## config.mk

```make
export PLATFORM = sky130hd
export DESIGN_NAME = gregorian_date_day_arithmetic
export DESIGN_NICKNAME = d
export VERILOG_FILES = /design/src/design/gdda_pkg.sv /design/src/design/gdda_alu.sv /design/src/design/gdda_leap.sv /design/src/design/gregorian_date_day_arithmetic.sv
export SDC_FILE = /design/constraint.sdc
export NUM_CORES = 1
export LEC_CHECK = 0
export ABC_AREA = 0
export BUFFER_PORTS_ARGS = -buffer_cell sky130_fd_sc_hd__buf_2
export CAP_MARGIN = 25
export CORE_ASPECT_RATIO = 1.4
export CORE_UTILIZATION = 50
export CTS_CLUSTER_SIZE = 16
export DETAILED_ROUTE_END_ITERATION = 6
export PLACE_DENSITY = 0.8
export SLEW_MARGIN = 20
export SYNTH_ARGS = -nofsm -noshare
export SYNTH_HDL_FRONTEND = slang
export SYNTH_HIERARCHICAL = 1
export SYNTH_SLANG_ARGS = --single-unit
```

## constraint.sdc

```tcl
create_clock -name clk -period 5.8 [get_ports clk]
set_input_delay 0.58 -clock clk [delete_from_list [all_inputs] [get_ports clk]]
set_output_delay 0.58 -clock clk [all_outputs]
set_load 0.05 [all_outputs]
```

## src/design/gdda_pkg.sv

```systemverilog
// Shared types, codes and calendar helpers for the Gregorian date day-count block.
// No dependencies; imported by gdda_leap and the top level.
`timescale 1ns / 1ps

package gdda_pkg;

  localparam int EPOCH_YEAR     = 2000;
  localparam int DEF_YEAR_SPAN  = 256;
  localparam int DAY_W          = 5;
  localparam int MONTH_W        = 4;
  localparam int GYEAR_W        = 14;
  localparam int AMOUNT_W       = 17;
  localparam int CUR_YEAR_W     = 12;
  localparam int DIFF_W         = 18;
  localparam int YLEN_W         = 9;

  typedef enum logic [1:0] {
    CMD_LOAD = 2'd0,
    CMD_ADD  = 2'd1,
    CMD_SUB  = 2'd2,
    CMD_CMP  = 2'd3
  } cmd_t;

  typedef enum logic [1:0] {
    ST_OK       = 2'd0,
    ST_INVALID  = 2'd1,
    ST_BEFORE   = 2'd2,
    ST_PAST     = 2'd3
  } status_t;

  // control from the sequencer to the year/leap tracker
  typedef struct packed {
    logic clr;
    logic step;
  } leap_ctl_t;

  localparam logic [MONTH_W-1:0] MONTH_FIRST = 4'd1;
  localparam logic [MONTH_W-1:0] MONTH_LAST  = 4'd12;

  function automatic logic [DAY_W-1:0] month_len(input logic [MONTH_W-1:0] m,
                                                 input logic leap);
    logic [DAY_W-1:0] len;
    unique case (m) inside
      4'd2:                      len = leap ? 5'd29 : 5'd28;
      4'd4, 4'd6, 4'd9, 4'd11:   len = 5'd30;
      default:                   len = 5'd31;
    endcase
    return len;
  endfunction

  function automatic logic [YLEN_W-1:0] year_len(input logic leap);
    return leap ? 9'd366 : 9'd365;
  endfunction

endpackage

```

## src/design/gdda_alu.sv

```systemverilog
// Add/subtract unit shared by the steps of the day-count sequencer.
// Depends on nothing; the top level sizes it.
`timescale 1ns / 1ps

module gdda_alu #(
  parameter int W = 18
) (
  input  logic [W-1:0] a,
  input  logic [W-1:0] b,
  input  logic         sub,
  output logic [W:0]   res
);

  logic [W:0] b_ext;

  // subtract as a + ~b + 1; bit W is then the sign, i.e. a < b
  assign b_ext = sub ? ~{1'b0, b} : {1'b0, b};
  assign res   = {1'b0, a} + b_ext + {{W{1'b0}}, sub};

endmodule

```

## src/design/gdda_leap.sv

```systemverilog
// Year walker: counts year offsets from the epoch and tracks the leap rule
// with residue counters (mod 4, mod 100, centuries mod 4). Uses gdda_pkg.
`timescale 1ns / 1ps

module gdda_leap
  import gdda_pkg::*;
#(
  parameter int YW = 8
) (
  input  logic          clk,
  input  logic          rst,
  input  leap_ctl_t     ctl,
  output logic [YW-1:0] yc,
  output logic          leap
);

  logic [1:0] r4;
  logic [6:0] r100;
  logic [1:0] q4;

  always_ff @(posedge clk) begin
    if (rst || ctl.clr) begin
      yc   <= '0;
      r4   <= '0;
      r100 <= '0;
      q4   <= '0;
    end else if (ctl.step) begin
      yc <= yc + 1'b1;
      r4 <= r4 + 2'd1;
      if (r100 == 7'd99) begin
        r100 <= '0;
        q4   <= q4 + 2'd1;
      end else begin
        r100 <= r100 + 7'd1;
      end
    end
  end

  // epoch year is a multiple of 400, so offset residues give the leap rule directly
  assign leap = ((r4 == 2'd0) && (r100 != 7'd0)) || ((r100 == 7'd0) && (q4 == 2'd0));

endmodule

```

## src/design/gregorian_date_day_arithmetic.sv

```systemverilog
// Gregorian date keeper with day arithmetic, day counts from 2000-01-01.
// Input channel (in_valid / in_stall) carries one command item: load a date,
// add days, subtract days, or compare with a given date. Output channel
// (out_valid / out_stall) returns one result item per command: the current
// date, its leap flag, a status code and, on compare, the signed difference.
// in_stall is high during reset and while an item is being worked.
// Work per item:
//   add / subtract : adjust the count, then walk the result's years, months
//   load           : walk the years and months up to the given date
//   compare        : as load, then a subtraction in the shared adder
//   refused or invalid cases finish early.
// The year walk runs one year per cycle through the single shared adder,
// then one month per cycle. The next item can be accepted in the cycle in
// which out_valid rises, once the last result is registered.
// A finished result sits in the output register; the next item may be
// accepted meanwhile, and it completes only once that register is taken.
// While out_stall is high the result and out_valid hold.
// Reset (rst, synchronous) sets the current date to 2000-01-01 and empties
// the output register; there is no clearing pass.
// Depends on gdda_pkg, gdda_alu and gdda_leap.
`timescale 1ns / 1ps

module gregorian_date_day_arithmetic
  import gdda_pkg::*;
#(
  parameter int YEAR_SPAN = DEF_YEAR_SPAN
) (
  input  logic                    clk,
  input  logic                    rst,
  input  logic                    in_valid,
  output logic                    in_stall,
  input  logic [1:0]              cmd,
  input  logic [DAY_W-1:0]        given_day,
  input  logic [MONTH_W-1:0]      given_month,
  input  logic [GYEAR_W-1:0]      given_year,
  input  logic [AMOUNT_W-1:0]     day_amount,
  output logic                    out_valid,
  input  logic                    out_stall,
  output logic [DAY_W-1:0]        cur_day,
  output logic [MONTH_W-1:0]      cur_month,
  output logic [CUR_YEAR_W-1:0]   cur_year,
  output logic                    leap_flag,
  output logic [1:0]              status,
  output logic signed [DIFF_W-1:0] day_difference,
  output logic                    is_less,
  output logic                    is_equal
);

  localparam int YW = (YEAR_SPAN > 1) ? $clog2(YEAR_SPAN) : 1;
  localparam int SPAN_DAYS = 365 * YEAR_SPAN + (YEAR_SPAN + 3) / 4
                             - (YEAR_SPAN + 99) / 100 + (YEAR_SPAN + 399) / 400;
  localparam int CNT_W = $clog2(SPAN_DAYS);
  localparam int W = ((CNT_W > AMOUNT_W) ? CNT_W : AMOUNT_W) + 1;

  typedef enum logic [9:0] {
    S_IDLE  = 10'b00_0000_0001,
    S_YWALK = 10'b00_0000_0010,
    S_CHECK = 10'b00_0000_0100,
    S_MWALK = 10'b00_0000_1000,
    S_DADD  = 10'b00_0001_0000,
    S_CMP   = 10'b00_0010_0000,
    S_ADJ   = 10'b00_0100_0000,
    S_FYEAR = 10'b00_1000_0000,
    S_FMON  = 10'b01_0000_0000,
    S_DONE  = 10'b10_0000_0000
  } state_t;

  state_t state;

  // latched item
  cmd_t                cmd_q;
  logic [DAY_W-1:0]    gd_q;
  logic [MONTH_W-1:0]  gm_q;
  logic [GYEAR_W-1:0]  gy_q;
  logic [AMOUNT_W-1:0] amt_q;

  // working registers
  logic [W-1:0]        acc;
  logic [MONTH_W-1:0]  m_cnt;
  status_t             st_q;
  logic [DIFF_W-1:0]   diff_q;
  logic                less_q;
  logic                equal_q;

  // current date
  logic [DAY_W-1:0]    day_reg;
  logic [MONTH_W-1:0]  month_reg;
  logic [YW-1:0]       year_offset_reg;
  logic                leap_reg;
  logic [CNT_W-1:0]    count_reg;

  logic [W-1:0]        alu_a;
  logic [W-1:0]        alu_b;
  logic                alu_sub;
  logic [W:0]          alu_res;
  logic                borrow;

  leap_ctl_t           lctl;
  logic [YW-1:0]       yc;
  logic                tleap;

  logic                accept;
  logic                year_ok;
  logic [YW-1:0]       gyoff;
  logic                date_ok;
  logic [DAY_W-1:0]    glen;
  logic                out_free;

  gdda_alu #(.W(W)) u_alu (
    .a   (alu_a),
    .b   (alu_b),
    .sub (alu_sub),
    .res (alu_res)
  );

  gdda_leap #(.YW(YW)) u_leap (
    .clk  (clk),
    .rst  (rst),
    .ctl  (lctl),
    .yc   (yc),
    .leap (tleap)
  );

  assign in_stall = rst || (state != S_IDLE);
  assign accept   = in_valid && !in_stall;
  assign out_free = !out_valid || !out_stall;
  assign borrow   = alu_res[W];

  assign year_ok = (given_year >= GYEAR_W'(EPOCH_YEAR))
                && ({1'b0, given_year} < (GYEAR_W + 1)'(EPOCH_YEAR + YEAR_SPAN));
  assign gyoff   = YW'(gy_q - GYEAR_W'(EPOCH_YEAR));

  assign glen    = month_len(gm_q, tleap);
  assign date_ok = (gm_q >= MONTH_FIRST) && (gm_q <= MONTH_LAST)
                && (gd_q != '0) && (gd_q <= glen);

  // operand selection for the shared adder
  always_comb begin
    alu_a   = acc;
    alu_b   = '0;
    alu_sub = 1'b0;
    lctl    = '{clr: accept, step: 1'b0};
    unique case (state)
      S_YWALK: begin
        alu_b     = W'(year_len(tleap));
        lctl.step = (yc != gyoff);
      end
      S_MWALK: alu_b = W'(month_len(m_cnt, tleap));
      S_DADD:  alu_b = W'(gd_q - 5'd1);
      S_CMP: begin
        alu_a   = W'(count_reg);
        alu_b   = acc;
        alu_sub = 1'b1;
      end
      S_ADJ: begin
        alu_a   = W'(count_reg);
        alu_b   = W'(amt_q);
        alu_sub = (cmd_q == CMD_SUB);
      end
      S_FYEAR: begin
        alu_b     = W'(year_len(tleap));
        alu_sub   = 1'b1;
        lctl.step = (yc != YW'(YEAR_SPAN - 1)) && !borrow;
      end
      S_FMON: begin
        alu_b   = W'(month_len(m_cnt, tleap));
        alu_sub = 1'b1;
      end
      S_IDLE, S_CHECK, S_DONE: begin
      end
      default: begin
      end
    endcase
  end

  always_ff @(posedge clk) begin
    if (rst) begin
      state           <= S_IDLE;
      out_valid       <= 1'b0;
      day_reg         <= 5'd1;
      month_reg       <= MONTH_FIRST;
      year_offset_reg <= '0;
      leap_reg        <= 1'b1;
      count_reg       <= '0;
    end else begin
      if (state == S_DONE && out_free) begin
        out_valid <= 1'b1;
      end else if (!out_stall) begin
        out_valid <= 1'b0;
      end
      unique case (state)
        S_IDLE: begin
          if (accept) begin
            cmd_q   <= cmd_t'(cmd);
            gd_q    <= given_day;
            gm_q    <= given_month;
            gy_q    <= given_year;
            amt_q   <= day_amount;
            acc     <= '0;
            m_cnt   <= MONTH_FIRST;
            diff_q  <= '0;
            less_q  <= 1'b0;
            equal_q <= 1'b0;
            if (cmd_t'(cmd) == CMD_ADD || cmd_t'(cmd) == CMD_SUB) begin
              st_q  <= ST_OK;
              state <= S_ADJ;
            end else if (year_ok) begin
              st_q  <= ST_OK;
              state <= S_YWALK;
            end else if (cmd_t'(cmd) == CMD_LOAD) begin
              st_q            <= ST_INVALID;
              day_reg         <= 5'd1;
              month_reg       <= MONTH_FIRST;
              year_offset_reg <= '0;
              leap_reg        <= 1'b1;
              count_reg       <= '0;
              state           <= S_DONE;
            end else begin
              st_q  <= ST_INVALID;
              state <= S_CMP;
            end
          end
        end
        S_YWALK: begin
          if (yc == gyoff) begin
            state <= S_CHECK;
          end else begin
            acc <= alu_res[W-1:0];
          end
        end
        S_CHECK: begin
          if (date_ok) begin
            state <= S_MWALK;
          end else if (cmd_q == CMD_LOAD) begin
            st_q            <= ST_INVALID;
            day_reg         <= 5'd1;
            month_reg       <= MONTH_FIRST;
            year_offset_reg <= '0;
            leap_reg        <= 1'b1;
            count_reg       <= '0;
            state           <= S_DONE;
          end else begin
            // invalid compared date counts as the epoch
            st_q  <= ST_INVALID;
            acc   <= '0;
            state <= S_CMP;
          end
        end
        S_MWALK: begin
          if (m_cnt == gm_q) begin
            state <= S_DADD;
          end else begin
            acc   <= alu_res[W-1:0];
            m_cnt <= m_cnt + 4'd1;
          end
        end
        S_DADD: begin
          acc <= alu_res[W-1:0];
          if (cmd_q == CMD_LOAD) begin
            day_reg         <= gd_q;
            month_reg       <= gm_q;
            year_offset_reg <= gyoff;
            leap_reg        <= tleap;
            count_reg       <= CNT_W'(alu_res);
            state           <= S_DONE;
          end else begin
            state <= S_CMP;
          end
        end
        S_CMP: begin
          diff_q  <= alu_res[DIFF_W-1:0];
          less_q  <= borrow;
          equal_q <= (alu_res == '0);
          state   <= S_DONE;
        end
        S_ADJ: begin
          if (cmd_q == CMD_SUB && borrow) begin
            st_q  <= ST_BEFORE;
            state <= S_DONE;
          end else if (cmd_q == CMD_ADD && alu_res >= (W + 1)'(SPAN_DAYS)) begin
            st_q  <= ST_PAST;
            state <= S_DONE;
          end else begin
            acc       <= alu_res[W-1:0];
            count_reg <= CNT_W'(alu_res);
            state     <= S_FYEAR;
          end
        end
        S_FYEAR: begin
          if (lctl.step) begin
            acc <= alu_res[W-1:0];
          end else begin
            state <= S_FMON;
          end
        end
        S_FMON: begin
          if (m_cnt != MONTH_LAST && !borrow) begin
            acc   <= alu_res[W-1:0];
            m_cnt <= m_cnt + 4'd1;
          end else begin
            // remainder is below the month length here
            day_reg         <= acc[DAY_W-1:0] + 5'd1;
            month_reg       <= m_cnt;
            year_offset_reg <= yc;
            leap_reg        <= tleap;
            state           <= S_DONE;
          end
        end
        S_DONE: begin
          if (out_free) begin
            state <= S_IDLE;
          end
        end
        default: state <= S_IDLE;
      endcase
    end
  end

  // result register, loaded as the item completes
  always_ff @(posedge clk) begin
    if (state == S_DONE && out_free) begin
      cur_day        <= day_reg;
      cur_month      <= month_reg;
      cur_year       <= CUR_YEAR_W'(EPOCH_YEAR + int'(year_offset_reg));
      leap_flag      <= leap_reg;
      status         <= st_q;
      day_difference <= diff_q;
      is_less        <= less_q;
      is_equal       <= equal_q;
    end
  end

endmodule
```

Yosys cells after proc, flatten, opt, wreduce, memory -nomap -nowiden
Index checks and enable logic that the tools add are counted.

Reduce and logical (&&, ||, !) cells: 50. Equality and inequality tests: 52. Bitwise gates (word level): 2. $add $sub $neg: 11. Mux-type cells: 97. Order comparisons: 6.

Operators with widths (count): two-way mux 18 bit (10); two-way mux 17 bit (9); one-hot mux 18 bit (8 select lines) (1); two-way mux 10 bit (13); one-hot mux 10 bit (10 select lines) (1); one-hot mux 18 bit (5 select lines) (1); one-hot mux 17 bit (4 select lines) (1); two-way mux 8 bit (8); two-way mux 4 bit (11); two-way mux 5 bit (8); inequality test 2 bit (second input constant) (19); one-hot mux 18 bit (2 select lines) (1); one-hot mux 8 bit (4 select lines) (1); one-hot mux 5 bit (4 select lines) (1); adder 18 x 19 -> 19 bit (1); adder 19 x 1 -> 19 bit (1); greater-or-equal comparator 19 x 17 -> 1 bit (second input constant) (1); zero test 19 bit (1); two-way mux 19 bit (1); NOT 18 -> 19 bit (1); == test 4 x 3 -> 1 bit (second input constant) (4); == test 4 bit (second input constant) (4); one-hot mux 4 bit (4 select lines) (1); greater-or-equal comparator 14 x 11 -> 1 bit (second input constant) (1); other kinds (64) (117).

Output and inout bits: 46. Logic and storage cells: 248. Flip-flop bits (word level): 189.

Logic depth before layout (Yosys ltp)
Depth after elaboration: 15. Mapped depth: 24.

Cells and area by module
Netlist, hierarchy kept.

By module, submodules not included: gregorian_date_day_arithmetic (cells each 680, times used 1, area an instance 8095.3 um^2); gdda_alu (cells each 159, times used 1, area an instance 1148.6 um^2); gdda_leap (cells each 109, times used 1, area an instance 922.1 um^2).

Least setup slack after synthesis
No wires, ideal clock.

Kind: register -> register. From: register state[0]. To: register acc[0], enable pin. Setup time: 0.375 ns. Cell stages (with the launch flop): 22. Slack: 0.102 ns. Data arrival time: 5.322 ns. Buffers on the path: 4. Cell sequence: dfxtp_1 -> buf_6 -> or4_4 -> nor4_1 -> inv_1 -> o311ai_0 -> clkbuf_1 -> buf_1 -> xor2_1 -> ha_1 -> clkbuf_2 -> o211ai_1 -> or4_4 -> or2_1 -> o211ai_1 -> nor2_1 -> a211oi_1 -> nand2_1 -> a31oi_1 -> o22ai_1 -> nand2_1 -> and4_1.

Elaborated cells between the ends (all ways): 42. Classes of those cells: 2 x add/sub; 1 x order compare; 19 x eq/ne; 5 x mux; 1 x bitwise; 14 x reduce/logical.

RTL lines: start: declaration (line gregorian_date_day_arithmetic.sv:68) `state_t state;`; start signal: assignment (line gregorian_date_day_arithmetic.sv:178) `state <= S_IDLE;`; start signal: assignment (line gregorian_date_day_arithmetic.sv:206) `state <= S_ADJ;`; start signal: assignment (line gregorian_date_day_arithmetic.sv:209) `state <= S_YWALK;`; == test 10 x 9 -> 1 bit, or another cell as far along (line gregorian_date_day_arithmetic.sv:143) `unique case (state)`; OR reduction 3 bit (no source line); one-hot mux 1 bit (2 select lines) * (line gregorian_date_day_arithmetic.sv:143); net alu_sub (line gregorian_date_day_arithmetic.sv:94) `logic alu_sub;`; two-way mux 19 bit (line gdda_alu.sv:17) `assign b_ext = sub ? ~{1'b0, b} : {1'b0, b};`; adder 18 x 19 -> 19 bit (line gdda_alu.sv:18) `assign res = {1'b0, a} + b_ext + {{W{1'b0}}, sub};`; adder 19 x 1 -> 19 bit * (line gdda_alu.sv:18); net alu_res[16] (line gregorian_date_day_arithmetic.sv:95) `logic [W:0] alu_res;`; greater-or-equal comparator 19 x 17 -> 1 bit * (line gregorian_date_day_arithmetic.sv:280) `end else if (cmd_q == CMD_ADD && alu_res >= (W + 1)'(SPAN_DAYS)) begin`; logical AND 1 bit * (line gregorian_date_day_arithmetic.sv:280); inequality test 2 bit (no source line) *; AND reduction 11 bit (no source line) *; end signal: assignment (line gregorian_date_day_arithmetic.sv:284) `acc <= alu_res[W-1:0];`; end signal: assignment (line gregorian_date_day_arithmetic.sv:291) `acc <= alu_res[W-1:0];`; end signal: assignment (line gregorian_date_day_arithmetic.sv:298) `acc <= alu_res[W-1:0];`; end: declaration (line gregorian_date_day_arithmetic.sv:78) `logic [W-1:0] acc;`.

The timed path passes the listed nets; every way through them passes the cells marked *. A chain may end at the register's enable or synchronous reset.

Worst setup path in the final report
From: register state[1]. To: register st_q[0], enable pin.

Elaborated cells between the ends (all ways): 32. Classes of those cells: 2 x add/sub; 1 x order compare; 13 x eq/ne; 4 x mux; 1 x bitwise; 11 x reduce/logical.

RTL lines: == test 10 x 9 -> 1 bit, or another cell as far along (line gregorian_date_day_arithmetic.sv:143); OR reduction 3 bit (no source line); one-hot mux 1 bit (2 select lines) * (line gregorian_date_day_arithmetic.sv:143); net alu_sub (line gregorian_date_day_arithmetic.sv:94); two-way mux 19 bit (line gdda_alu.sv:17); adder 18 x 19 -> 19 bit (line gdda_alu.sv:18); adder 19 x 1 -> 19 bit * (line gdda_alu.sv:18); net alu_res[17] (line gregorian_date_day_arithmetic.sv:95); greater-or-equal comparator 19 x 17 -> 1 bit * (line gregorian_date_day_arithmetic.sv:280); logical AND 1 bit * (line gregorian_date_day_arithmetic.sv:280); inequality test 3 bit (no source line) *; AND reduction 5 bit (no source line) *; end signal: assignment (line gregorian_date_day_arithmetic.sv:244) `st_q <= ST_INVALID;`; end signal: assignment (line gregorian_date_day_arithmetic.sv:278) `st_q <= ST_BEFORE;`; end signal: assignment (line gregorian_date_day_arithmetic.sv:281) `st_q <= ST_PAST;`; end: declaration (line gregorian_date_day_arithmetic.sv:80) `status_t st_q;`.

Marked as above.

==> flow_summary.toml <==
[detailed_routing]
top_layer = "met4"
wl_met2_mm = 13.5
num_vias = 7890
avgViaCountPerCell = 5.99
wl_met1_mm = 9.57
remaining_drc_errors = 0
drt_iter0_drc = 639
drt_pre_antenna_iters = 5
drt_wl_total_mm = 26.1
wl_met3_mm = 1.26
wl_per_cell_um = 19.9
ant_nets = 0

[logic_synthesis]
synth-async-reset-ratio_pct = 0
synth_compound_area_share_pct = 14.1
ys_seq_elements = 188
synthSimpleGateAreaFrac_pct = 17.8
synth-seq-area-share_pct = 49.1
synthMuxAreaShare_pct = 4.55
synth_top_family_by_area = "simple AND/OR/NAND/NOR gates"
avgSynthCellArea_um2 = 10.7
synthXorXnorAreaFrac_pct = 5.91
yosys.cell_types.count = 81
ys_warn_count = 6
synth_edf_count = 123
syn_inst = 948
synthAdderAreaFrac_pct = 4.38
synth.net_count = 1029
synth_ff_type = "edfxtp_1"
synth_area_um2 = 10200

[worst_setup_path]
r2r-end = "st_q[0]"
r2r_cells = 20
cpPeakStageDelay_ns = 0.61
crit_slowest_cell = "or4_4"
arrival_ns = 5.53
crit_top_cell = "buf_4"
cp-end-kind = "register"
critPathLaunchType = "register"
cp.required_ns = 5.89
path_class = "reg -> reg"
critical_path.max_fanout = 23
regToRegSetupSlack_ns = 0.36
r2r-start = "state[1]"
worstSetupStartpoint = "state[1]"
cp_cell_sequence = "or4_4, nor4_2, inv_1, o311ai_2, buf_12, xor2_1, ha_1, o21ai_0, o21bai_1, o21ai_0, buf_4, o41ai_1, buf_4, xor2_1, buf_4, nor4_1, a31oi_1, o22ai_1, nor2_1, nor3_1"

[global_routing]
gr-total-overflow = 0
grt_first_pass_wirelength_mm = 40.8
grt_usage_pct = 26.0
antenna_found_initial = 0
grt_pass1_vias = 7889
grt_start_max_net_pins = 55

[timing]
relSlewSlack_pct = 43.2
rsz0062_at_grt = "no"
whs_ns = 0.304
tightest_slew_ns = 0.852
setup_viol = 0
report.final.slew_viol_count = 0
clock-skew-final_ns = 0.00861
timing.setup.tns_ns = 0
hold_violations = 0
max_freq_mhz = 184
timing.final.crit_share_pct = 93.8
fin_crit_ns = 5.44

[power]
max-vdd-ir-drop_mv = 0.241
p_int_mw = 2.80
p_switching_mw = 1.51
p_per_area_nw_per_um2 = 367
seqPwrFrac_pct = 40.7
comb_power_share_pct = 32.1
switching_share_pct = 35.0
clockPowerShare_pct = 27.2
finalPower_mw = 4.31
p_leak_nw = 4.46

[place]
detailed_place.area_um2 = 11100
dpl.hpwl_mm = 19.1
io_buffer_count = 91
place_congestion = 0.983

[layout]
final_cell_area_um2 = 11800
fill_cells = 1646
drive_above_1_share_pct = 22.3
area_growth_pct = 15.6
diodes = 0
fin_nets = 1133
reg_top3 = "acc x18, day_difference x18, diff_q x18"

[clocking]
clk_path_buf_depth = 2
holdBufCountCts = 0
cts_sinks = 188
clock_latency_ns = 0.44
h-tree-depth = 4
numCtsBuffers = 17
cts-root-buf = "clkbuf_16"
cts_tree = "yes"
path_clk_slew_ns = 0.08

[min_path]
hold_path_end = "amt_q[7]"
hp-class = "in -> reg"
min_delay_path_depth = 1
hp-start = "day_amount[7]"

[die]
rows = 61
die_h_um = 171
ios = 92
die_x_um = 123
dieArea_um2 = 20900
initial_core_util_pct = 51.0
core_region_area_um2 = 19900

[run_status]
status = "finished, final reports clean"

[job]
drv_cap = 0
## timing repair
item / CTS / global route
gates resized for setup: 1 / 6
buffers inserted: 0 / 0
setup endpoints to repair: 18 / 38
## critical path: cells and delay by family, from the launching register on
kind	cells	cell delay, ns
xor gates and xnor gates	2	0.17
DFF	1	0.44
adders and majority gates	1	0.39
buffers and inverters	5	0.86
and+or+nand+nor	5	1.73
AOI/OAI and AO/OA	7	1.48
## layout make-up
class	count	area [um2]	share of cell area, %
inverter	34	128	1.09
multi-input combinational	671	4850	41.2
clock inverter	15	156	1.33
clock buffer	17	425	3.62
timing repair buffer	140	885	7.53
sequential	188	4990	42.5
tap	252	315	2.68
## cells in the final DEF (no fill, tap or decap), drive strengths merged, types with 5 or more instances in the layout
cell,count
mux2i,26
nand2,72
a311oi,13
inv,42
or3,14
a31oi,6
xor2,35
or4,9
edfxtp,123
nor3,24
a21o,5
a22oi,22
o21ai,31
nand4,20
clkbuf,17
a221o,5
a21oi,49
buf,140
xnor2,31
nor3b,6
and4,7
mux2,18
and2,25
nand3,17
nor2,57
nand2b,26
nor4,12
o21bai,5
nor2b,29
o211ai,7
ha,34
dfxtp,65
a211oi,7
## cells in the mapped netlist (24+ instances only)
master,n,area share [%]
dfxtp_1,65,13
nor2b_1,29,1.8
xnor2_1,31,2.7
inv_1,34,1.3
nor2_1,56,2.1
clkbuf_1,33,1.2
edfxtp_1,123,36
ha_1,34,4.2
nand2_1,71,2.6
nand2b_1,26,1.6
a21oi_1,49,2.4
xor2_1,35,3.0
nor3_1,24,1.2
o21ai_0,30,1.5
mux2i_1,26,2.6
## through the flow
step | util [%] | std cells | setup slack [ns]
floorplan | - | 948 | 0.102
global placement | 55.7 | 1283 | 0.100
detailed placement | 55.9 | 1285 | 0.00904
CTS | 58.8 | 1317 | 0.238
global route | 59.0 | 1317 | 0.0473
finish | 59.0 | 1317 | 0.358
## logic make-up after synthesis
group / after synthesis
and+or+nand+nor: 332
adders and majority gates: 35
DFF: 188
buffers and inverters: 89
AOI/OAI and AO/OA: 193
xor gates and xnor gates: 67
muxes: 44
## worst max path at each step
stage / endpoint / slack [ns]
after floorplan: acc[0] / 0.10
after global placement: acc[7] / 0.1
after detailed placement: acc[7] / 0.009
after CTS: acc[7] / 0.24
after global routing: st_q[0] / 0.05
final: st_q[0] / 0.36
## per-layer routing
metal	vias to the layer above	GRT usage (%)
li1	3704	-
met1	3788	27.5
met2	293	45.9
met3	105	4.77
met4	0	18.3
met5	-	0
## power by group through the flow
stage	Clock, mW	Combinational (mW)	Sequential (mW)
global placement	0	1.31	1.78
floorplan	0	0.949	1.74
finish	1.17	1.38	1.75
detailed placement	0	1.34	1.78
CTS	1.18	1.35	1.75
global route	1.22	1.48	1.77
No activity file was read; power rests on OpenSTA's default activity.
